$ cat src/rtl/media_sample_group_object_tagger_macros.svh
// Assertion macros for the sample tagger.
// Included by the top level only; no other dependencies.
`ifndef MEDIA_SAMPLE_GROUP_OBJECT_TAGGER_MACROS_SVH
`define MEDIA_SAMPLE_GROUP_OBJECT_TAGGER_MACROS_SVH
`define MSGOT_ASSERT_IMPL(label, clk, rst_n, ante, cons) \
    label: assert property (@(posedge clk) disable iff (!rst_n) (ante) |-> (cons)) \
        else $error("assertion failed");
`define MSGOT_ASSERT_NEXT(label, clk, rst_n, ante, cons) \
    label: assert property (@(posedge clk) disable iff (!rst_n) (ante) |=> (cons)) \
        else $error("assertion failed");
`endif

$ cat src/rtl/msgot_pkg.sv
// Shared types and constants for the sample tagger.
// No dependencies.
package msgot_pkg;
    localparam int unsigned MAX_PAYLOAD_BYTES = 16777216;
    localparam int unsigned TS_W = 32;
    localparam int unsigned T_W = 64;
    localparam logic [19:0] US_PER_SECOND = 20'd1000000;

    typedef enum logic [3:0] {
        ST_EMITTED = 4'd0, ST_DROPPED = 4'd1, ST_COMMAND = 4'd2, ST_TS_MISMATCH = 4'd3,
        ST_INVALID = 4'd4, ST_DEC_OVF = 4'd5, ST_REGRESS = 4'd6, ST_UNREPR = 4'd7,
        ST_GRP_OVF = 4'd8, ST_OBJ_OVF = 4'd9
    } status_t;

    typedef enum logic [2:0] {
        FSM_IDLE, FSM_DIV, FSM_MUL, FSM_NEXT, FSM_DONE
    } fsm_t;

    typedef enum logic [1:0] {
        C_IDLE, C_DIV, C_FRAC, C_MUL
    } conv_state_t;

    localparam logic [7:0] MARK_INDEP = 8'he0;
    localparam logic [7:0] MARK_DEP = 8'hc0;
    localparam logic [3:0] PROP_VIDEO = 4'd13;
    localparam logic [3:0] PROP_AUDIO = 4'd15;

    typedef struct packed {
        logic start;
        logic busy;
        logic ok;
    } conv_ctl_t;
endpackage

$ cat src/rtl/msgot_conv.sv
// Bit-serial tick to microsecond converter: restoring division then shift-add scaling.
// Depends on msgot_pkg.
module msgot_conv (
    input  logic                           aclk,
    input  logic                           aresetn,
    input  logic                           start,
    input  logic [msgot_pkg::T_W-1:0]      ticks,
    input  logic [msgot_pkg::TS_W-1:0]     ts,
    output msgot_pkg::conv_ctl_t           ctl,
    output logic [msgot_pkg::T_W-1:0]      result
);
    localparam int unsigned CW = $clog2(msgot_pkg::T_W + 1);

    msgot_pkg::conv_state_t cst_reg, cst_next;
    logic [CW-1:0] cnt_reg, cnt_next;
    logic [msgot_pkg::T_W-1:0] q_reg, q_next;
    logic [msgot_pkg::TS_W:0] r_reg, r_next;
    logic [msgot_pkg::T_W-1:0] frac_reg, frac_next;
    logic [msgot_pkg::T_W+20:0] acc_reg, acc_next;
    logic [msgot_pkg::TS_W+20:0] num_reg, num_next;
    logic [msgot_pkg::TS_W:0] trial;
    logic [msgot_pkg::TS_W+20:0] ntrial;
    logic [msgot_pkg::T_W+20:0] sum;

    always_comb begin
        cst_next = cst_reg;
        unique case (cst_reg)
            msgot_pkg::C_IDLE: if (start) cst_next = msgot_pkg::C_DIV;
            msgot_pkg::C_DIV: if (cnt_reg == CW'(1)) cst_next = msgot_pkg::C_FRAC;
            msgot_pkg::C_FRAC: if (cnt_reg == CW'(1)) cst_next = msgot_pkg::C_MUL;
            msgot_pkg::C_MUL: if (cnt_reg == CW'(1)) cst_next = msgot_pkg::C_IDLE;
        endcase
    end

    always_comb begin
        cnt_next = cnt_reg;
        q_next = q_reg;
        r_next = r_reg;
        frac_next = frac_reg;
        acc_next = acc_reg;
        num_next = num_reg;
        trial = '0;
        ntrial = '0;
        sum = '0;
        unique case (cst_reg)
            msgot_pkg::C_IDLE: begin
                if (start) begin
                    q_next = ticks;
                    r_next = '0;
                    cnt_next = CW'(msgot_pkg::T_W);
                end
            end
            msgot_pkg::C_DIV: begin
                trial = {r_reg[msgot_pkg::TS_W-1:0], q_reg[msgot_pkg::T_W-1]};
                q_next = {q_reg[msgot_pkg::T_W-2:0], 1'b0};
                if (trial >= {1'b0, ts}) begin
                    r_next = trial - {1'b0, ts};
                    q_next[0] = 1'b1;
                end else begin
                    r_next = trial;
                end
                cnt_next = cnt_reg - 1'b1;
                if (cnt_reg == CW'(1)) begin
                    num_next = (msgot_pkg::TS_W + 21)'(r_next[msgot_pkg::TS_W-1:0])
                        * (msgot_pkg::TS_W + 21)'(msgot_pkg::US_PER_SECOND);
                    frac_next = '0;
                    r_next = '0;
                    cnt_next = CW'(msgot_pkg::TS_W + 21);
                end
            end
            msgot_pkg::C_FRAC: begin
                ntrial = (msgot_pkg::TS_W + 21)'({r_reg[msgot_pkg::TS_W-1:0],
                                                  num_reg[msgot_pkg::TS_W+20]});
                num_next = {num_reg[msgot_pkg::TS_W+19:0], 1'b0};
                frac_next = {frac_reg[msgot_pkg::T_W-2:0], 1'b0};
                if (ntrial >= (msgot_pkg::TS_W + 21)'(ts)) begin
                    r_next = (msgot_pkg::TS_W+1)'(ntrial - (msgot_pkg::TS_W + 21)'(ts));
                    frac_next[0] = 1'b1;
                end else begin
                    r_next = ntrial[msgot_pkg::TS_W:0];
                end
                cnt_next = cnt_reg - 1'b1;
                if (cnt_reg == CW'(1)) begin
                    acc_next = '0;
                    cnt_next = CW'(20);
                end
            end
            msgot_pkg::C_MUL: begin
                sum = {acc_reg[msgot_pkg::T_W+19:0], 1'b0};
                if (msgot_pkg::US_PER_SECOND[cnt_reg[4:0] - 5'd1]) begin
                    sum = sum + (msgot_pkg::T_W + 21)'(q_reg);
                end
                acc_next = sum;
                cnt_next = cnt_reg - 1'b1;
                if (cnt_reg == CW'(1)) begin
                    acc_next = sum + (msgot_pkg::T_W + 21)'(frac_reg);
                end
            end
        endcase
    end

    always_ff @(posedge aclk) begin
        if (!aresetn) begin
            cst_reg <= msgot_pkg::C_IDLE;
            cnt_reg <= '0;
        end else begin
            cst_reg <= cst_next;
            cnt_reg <= cnt_next;
        end
        q_reg <= q_next;
        r_reg <= r_next;
        frac_reg <= frac_next;
        acc_reg <= acc_next;
        num_reg <= num_next;
    end

    assign ctl.start = start;
    assign ctl.busy = (cst_reg != msgot_pkg::C_IDLE);
    assign ctl.ok = (acc_reg[msgot_pkg::T_W+20:msgot_pkg::T_W] == '0);
    assign result = acc_reg[msgot_pkg::T_W-1:0];
endmodule

$ cat config.mk
export PLATFORM = sky130hd
export DESIGN_NAME = msgot_conv
export DESIGN_NICKNAME = d
export VERILOG_FILES = /design/src/rtl/media_sample_group_object_tagger_macros.svh /design/src/rtl/msgot_pkg.sv /design/src/rtl/msgot_conv.sv
export SDC_FILE = /design/constraint.sdc
export NUM_CORES = 2
export LEC_CHECK = 0
export BUFFER_PORTS_ARGS = -buffer_cell sky130_fd_sc_hd__buf_2
export CAP_MARGIN = 5
export CORE_MARGIN = 1
export CORE_UTILIZATION = 58
export DETAILED_ROUTE_END_ITERATION = 8
export GPL_TIMING_DRIVEN = 0
export PLACE_DENSITY = 0.77
export SYNTH_ARGS = -nofsm -noshare
export SYNTH_HDL_FRONTEND = slang
export SYNTH_SLANG_ARGS = --single-unit
$ cat constraint.sdc
create_clock -name aclk -period 9.35 [get_ports aclk]
set_input_delay 1.4025 -clock aclk [delete_from_list [all_inputs] [get_ports aclk]]
set_output_delay 1.4025 -clock aclk [all_outputs]
set_load 0.1 [all_outputs]
# Yosys cells after proc, flatten, opt, wreduce, memory -nomap -nowiden

Memory sizes are Yosys's and may differ from the RTL's.
Index checks and enable logic that the tools add are counted.
W data, S select, Z words.

Bits in latches: 0
Memories kept: 1
Memory bits (writable): 0
ROM bits: 32
Bits in registers: 307

$lt $le $gt $ge: 3
Multipliers: 1
Add/subtract/negate cells: 6
Reductions and logical operators: 12
Eq/ne operators: 8
Div/mod/pow operators: 0
Shift operators: 0
Bitwise operators: 0
Mux-type cells: 29

Memory list:

| name            | words | width | read ports | clocked after memory_dff | write ports | line             | RTL |
|---|---|---|---|---|---|---|---|
| (no name shown) | 32    | 1     | 1          | 0                        | 0           | msgot_conv.sv:90 | `if (msgot_pkg::US_PER_SECOND[cnt_reg[4:0] - 5'd1]) begin` |

Operator list:

| kind                     | count |
|---|---|
| $mux W85                 | 4 |
| $pmux W64 S2             | 2 |
| $add A85 B64 Y85         | 2 |
| $pmux W85 S2             | 1 |
| $mux W32                 | 5 |
| $mux W64                 | 2 |
| $pmux W53 S2             | 1 |
| $pmux W32 S3             | 1 |
| $ge A33 B32 Y1           | 2 |
| $sub A32 B32 Y32         | 2 |
| $mux W53                 | 1 |
| $mul A32 B14 Y46 const B | 1 |
| $pmux W7 S4              | 1 |
| $logic_not A21 Y1        | 1 |
| $mux W7                  | 3 |
| $mux W2                  | 4 |
| $ne A2 B2 Y1 const B     | 4 |
| $pmux W2 S4              | 1 |
| $reduce_and A2 Y1        | 4 |
| $reduce_bool A2 Y1       | 4 |
| $eq A7 B1 Y1 const B     | 1 |
| $sub A7 B1 Y7 const B    | 1 |
| $lt A5 B6 Y1 const B     | 1 |
| $sub A5 B1 Y5 const B    | 1 |
| other kinds (6)          | 9 |

# Logic depth before layout (Yosys ltp)

Word-level depth: 8
Gate-level depth with buffers: 41
Depth with buffers taken out: 37

# Worst setup path after synthesis

No wires, ideal clock.

Path kind: in2reg
Start: in ts[6] in the netlist's numbering
End: reg num_reg[49] in the netlist's numbering, data pin
Required time: 9.084 ns
Stages on the path: 38
Path slack: -0.865 ns
Arrival: 9.949 ns
Path buffers: 4
Cells stage by stage: inv_1 ha_1 clkbuf_1 a21o_1 a21o_1 a21oi_1 o21ai_0 a21boi_0 o21ai_0 a2111o_1 a211oi_1 buf_2 buf_2 buf_2 mux2i_1 inv_1 ha_1 fa_1 [... 2 more ...] fa_1 inv_1 ha_1 inv_1 fa_1 inv_1 ha_1 and4_1 and3_1 a221oi_1 o221ai_1 nor4_1 o21bai_1 o211ai_1 o21ai_0 a21boi_0 xor2_1 o21ai_0

Word-level cells in the longest chain between the ends: 6

Ends and longest elaborated chain:

| item                                                      | line                               | RTL |
|---|---|---|
| from (decl)                                               | msgot_conv.sv:8                    | `input logic [msgot_pkg::TS_W-1:0] ts,` |
| $sub A32 B32 Y32 / $ge A33 B32 Y1 (equally long branches) | msgot_conv.sv:57, msgot_conv.sv:56 |  |
| $mux W32 (*)                                              | msgot_conv.sv:56                   | `if (trial >= {1'b0, ts}) begin` |
| $mux W32 (*)                                              | msgot_conv.sv:45                   | `unique case (cst_reg)` |
| $mul A32 B14 Y46 (*)                                      | msgot_conv.sv:65                   | `* (msgot_pkg::TS_W + 21)'(msgot_pkg::US_PER_SECOND);` |
| $mux W53 (*)                                              | msgot_conv.sv:63                   | `if (cnt_reg == CW'(1)) begin` |
| $pmux W53 S2 (*)                                          | msgot_conv.sv:45                   |  |
| via num_next, one bit                                     | msgot_conv.sv:20                   | `logic [msgot_pkg::TS_W+20:0] num_reg, num_next;` |
| to (signal assigned)                                      | msgot_conv.sv:114                  | `num_reg <= num_next;` |
| to (decl)                                                 | msgot_conv.sv:20                   |  |

The timed path passes the listed nets; every way through them passes the cells marked *. The select of a mux whose other input is x is not followed.
A chain may end at the register's enable or synchronous reset.

# Final worst setup path

Start: in ts[1] in the netlist's numbering
End: reg num_reg[48] in the netlist's numbering, data pin

Same word-level chain as after synthesis.

==> run_results.csv <==
group,metric,value,unit
timing,rsz0062_at_grt,"true",
critical_path,cp_slowest_cell,"fa_1",
place,place_ws,-1.78,ns
min_path,hp-start,"num_reg[18]",
logic_synthesis,synth_cells,3727,
routing,drc,0,
global_routing,met3_usage,4.94,%
global_routing,use_met2,55.4,%
min_path,whs_endpoint,"num_reg[19]",
critical_path,endpoint_kind,"flop",
global_routing,grt_pass1_vias,27790,
timing,fin_crit_sh,102,%
global_routing,gr-usage-met1,44.0,%
timing,hold_viol_final,0,
cts,cts_tree,"done",
cts,cts_sinks,301,
critical_path,regToRegSetupSlack,0.14,ns
logic_synthesis,synth_edf_count,292,
logic_synthesis,synth.distinct_cells,88,
logic_synthesis,synth-seq-area-share,27.5,%
layout,fin_nets,4573,
global_routing,gr-max-usage-layer,"met2",
flow_run,max_cap_violations,0,
timing,setup_ws,-0.193,ns
layout,syn_to_final_growth,17.4,%
timing,final_max_slew_viol_count,0,
critical_path,cp_common_cell,"buf_6",
logic_synthesis,avgSynthCellArea,8.75,um^2
logic_synthesis,syn_nets,4261,
logic_synthesis,yosysWarnings,0,
timing,fmax,0.105,GHz
layout,final_cell_mix,"nor2_1 (303), inv_1 (301), edfxtp_1 (292)",
global_routing,track_usage,34.0,%
layout,finalCoreUtilization,69.2,%
floorplanning,start_util,58.9,%
critical_path,r2r_start,"r_reg[5]",
layout,multiInputGateArea,0.0226,mm^2
critical_path,ff2ff_path_depth,39,
critical_path,cpPeakStageDelay,0.63,ns
global_routing,grt-ovfl-total,0,
routing,wl,104,mm
logic_synthesis,postSynth.asyncResetShare,0,%
layout,regArea,0.00895,mm^2
min_path,min_path_cells,2,
timing,hold_ws,0.533,ns
layout,design_area,0.0383,mm^2
outcome,violations,"setup timing",
global_routing,antenna_found_initial,2,
logic_synthesis,synth_ff_type,"edfxtp_1",
place,hpwl,77.3,mm
timing,setup_viol,10,
floorplanning,dieArea,0.0572,mm^2
cts,holdBufCountCts,0,
floorplanning,pin_count,166,
floorplanning,die_x,239,um
global_routing,grt_pass1_wl,151,mm
min_path,worst_hold_path_type,"reg -> reg",
timing,tightest_slew,1.24,ns
cts,cts_buffers,37,
cts,clk_latency,0.57,ns
critical_path,crit_arrival,9.84,ns
floorplanning,fp.coreArea,0.0553,mm^2
floorplanning,num_rows,86,
cts,path_clk_slew,0.06,ns
routing,dr.pass1.iters,6,
global_routing,grt_max_degree,63,
routing,routedWlPerCell,21.6,um
logic_synthesis,yosys-top-cells-area,"edfxtp_1 (27%), ha_1 (12%), fa_1 (7.3%), a21oi_1 (4.9%), xnor2_1 (4.6%)",
logic_synthesis,synth_seq_cells,301,
place,placed_area,0.0348,mm^2
routing,antenna_left,0,
place,gp_congestion,1.01,
routing,first_iter_violations,2575,
layout,final_common_cell,"nor2_1",
floorplanning,die_y,239,um
critical_path,r2r_end,"num_reg[48]",
routing,vias_per_cell,6.16,
place,portBuffers,165,
layout,final.fill_count,4304,
layout,layout-drive-gt1-share,17.9,%
critical_path,startpoint_type,"input pin",
timing,slew_headroom,16.8,%
critical_path,cp_data_required_time,9.65,ns
cts,root_buffer,"clkbuf_16",
logic_synthesis,syn_area,0.0326,mm^2
timing,skew,0.0148,ns
cts,htreeDepth,2,
logic_synthesis,synth_top_area_share,26.9,%
outcome,status,"finished with violations",
critical_path,cp_max_fo,6,
cts,cts_buffer_depth,3,
logic_synthesis,synth_top_area_cell,"edfxtp_1",
routing,num_vias,29639,
timing,finalCriticalPeriod,9.54,ns
critical_path,crit_type,"in -> reg",
layout,largest_register_ffs,85,
==> worst max path at each step <==
| stage | from | end | slack [ns] | cells past startpoint |
|---|---|---|---|---|
| after floorplan | ts[6] | num_reg[49] | -0.007 | 39 |
| after global placement | cst_reg[1] | acc_reg[19] | -2.19 | 5 |
| after detailed placement | ts[12] | num_reg[51] | -1.78 | 39 |
| after CTS | ts[15] | num_reg[51] | 0.0007 | 37 |
| after global routing | ts[7] | num_reg[49] | -0.34 | 39 |
| final | ts[1] | num_reg[48] | -0.19 | 41 |
==> worst max-delay path, delay by kind of cell <==
kind	cells	cell delay, ns
xor+xnor	2	0.45
simple gates	1	0.09
compound gates	19	3.62
fa+ha+maj	7	2.61
buf+inv	11	1.32
mux	1	0.35
==> metal layers <==
layer | up-vias | share of wire, %
met5 | - | 0.022
met4 | 4 | 5.9
met3 | 349 | 7.7
met2 | 1469 | 46
met1 | 14009 | 41
li1 | 13808 | -
==> synth_stat cells, types with 9 or more instances <==
cell type  instances
or2_2             13
nand2_1          280
edfxtp_1         292
fa_1             119
ha_1             316
a221oi_1          13
o21bai_1          64
nand2b_1          35
and2_1            86
a211oi_1          66
nand3_1           47
buf_1              9
a21oi_1          316
and3_1            25
a21o_1           111
clkbuf_1         150
xnor2_1          172
o2bb2ai_1          9
buf_4             69
or3_1             20
nor2b_1           27
a22oi_1           23
a21boi_0          20
o21a_1            22
mux2i_1           32
o211ai_1          17
nand4_1           57
mux2_2            75
nor3_1            62
o21ai_0          225
dfxtp_1            9
a31oi_1           29
nor2_1           304
inv_1            324
o21ai_1           11
xor2_1           105
o31ai_1           13
nor4_1            21
buf_2             12
==> area by class of cell <==
type / count / area share (%)
inverters: 330 / 3.31
plain buffers: 219 / 3.17
flip-flops and latches: 301 / 23.4
multi-input cells: 2856 / 59.2
diodes: 1 / 0.00654
repair buffers: 294 / 5.47
clock buffers: 47 / 2.60
clock inverters: 19 / 0.442
well taps: 748 / 2.45
==> metrics by stage <==
stage,TNS [ns],instances
5_1_grt,-2.81,4814
3_3_place_gp,-234.42,4640
6_report,-0.903,4815
4_1_cts,0,4772
2_1_floorplan,-0.00720,3727
3_5_place_dp,-34.45,4647
==> what timing repair did <==
item                       in CTS  in global routing
cloned                          1                  0
setup buffers                  68                 54
pin swaps                      33                 99
setup endpoints to repair      27                 18
gates resized for setup       114                145
==> cell families (layout without fill, tap and decap cells) <==
| logic type | count (synthesis) | in the layout | share of synthesized area, % |
|---|---|---|---|
| AND/OR/NAND/NOR | 1017 | 1017 | 15.0 |
| XOR/XNOR | 277 | 277 | 7.44 |
| multiplexers | 108 | 108 | 3.61 |
| adder cells (fa/ha/maj) | 439 | 439 | 19.6 |
| other | 0 | 1 | 0 |
| AO/OA/AOI/OAI | 1015 | 1015 | 19.6 |
| flip-flops | 301 | 301 | 27.5 |
| buffers and inverters | 570 | 909 | 7.40 |
Power is left out: the tool's default activity adds up to more than one toggle a clock period on the data nets, which glitch-free logic cannot reach.
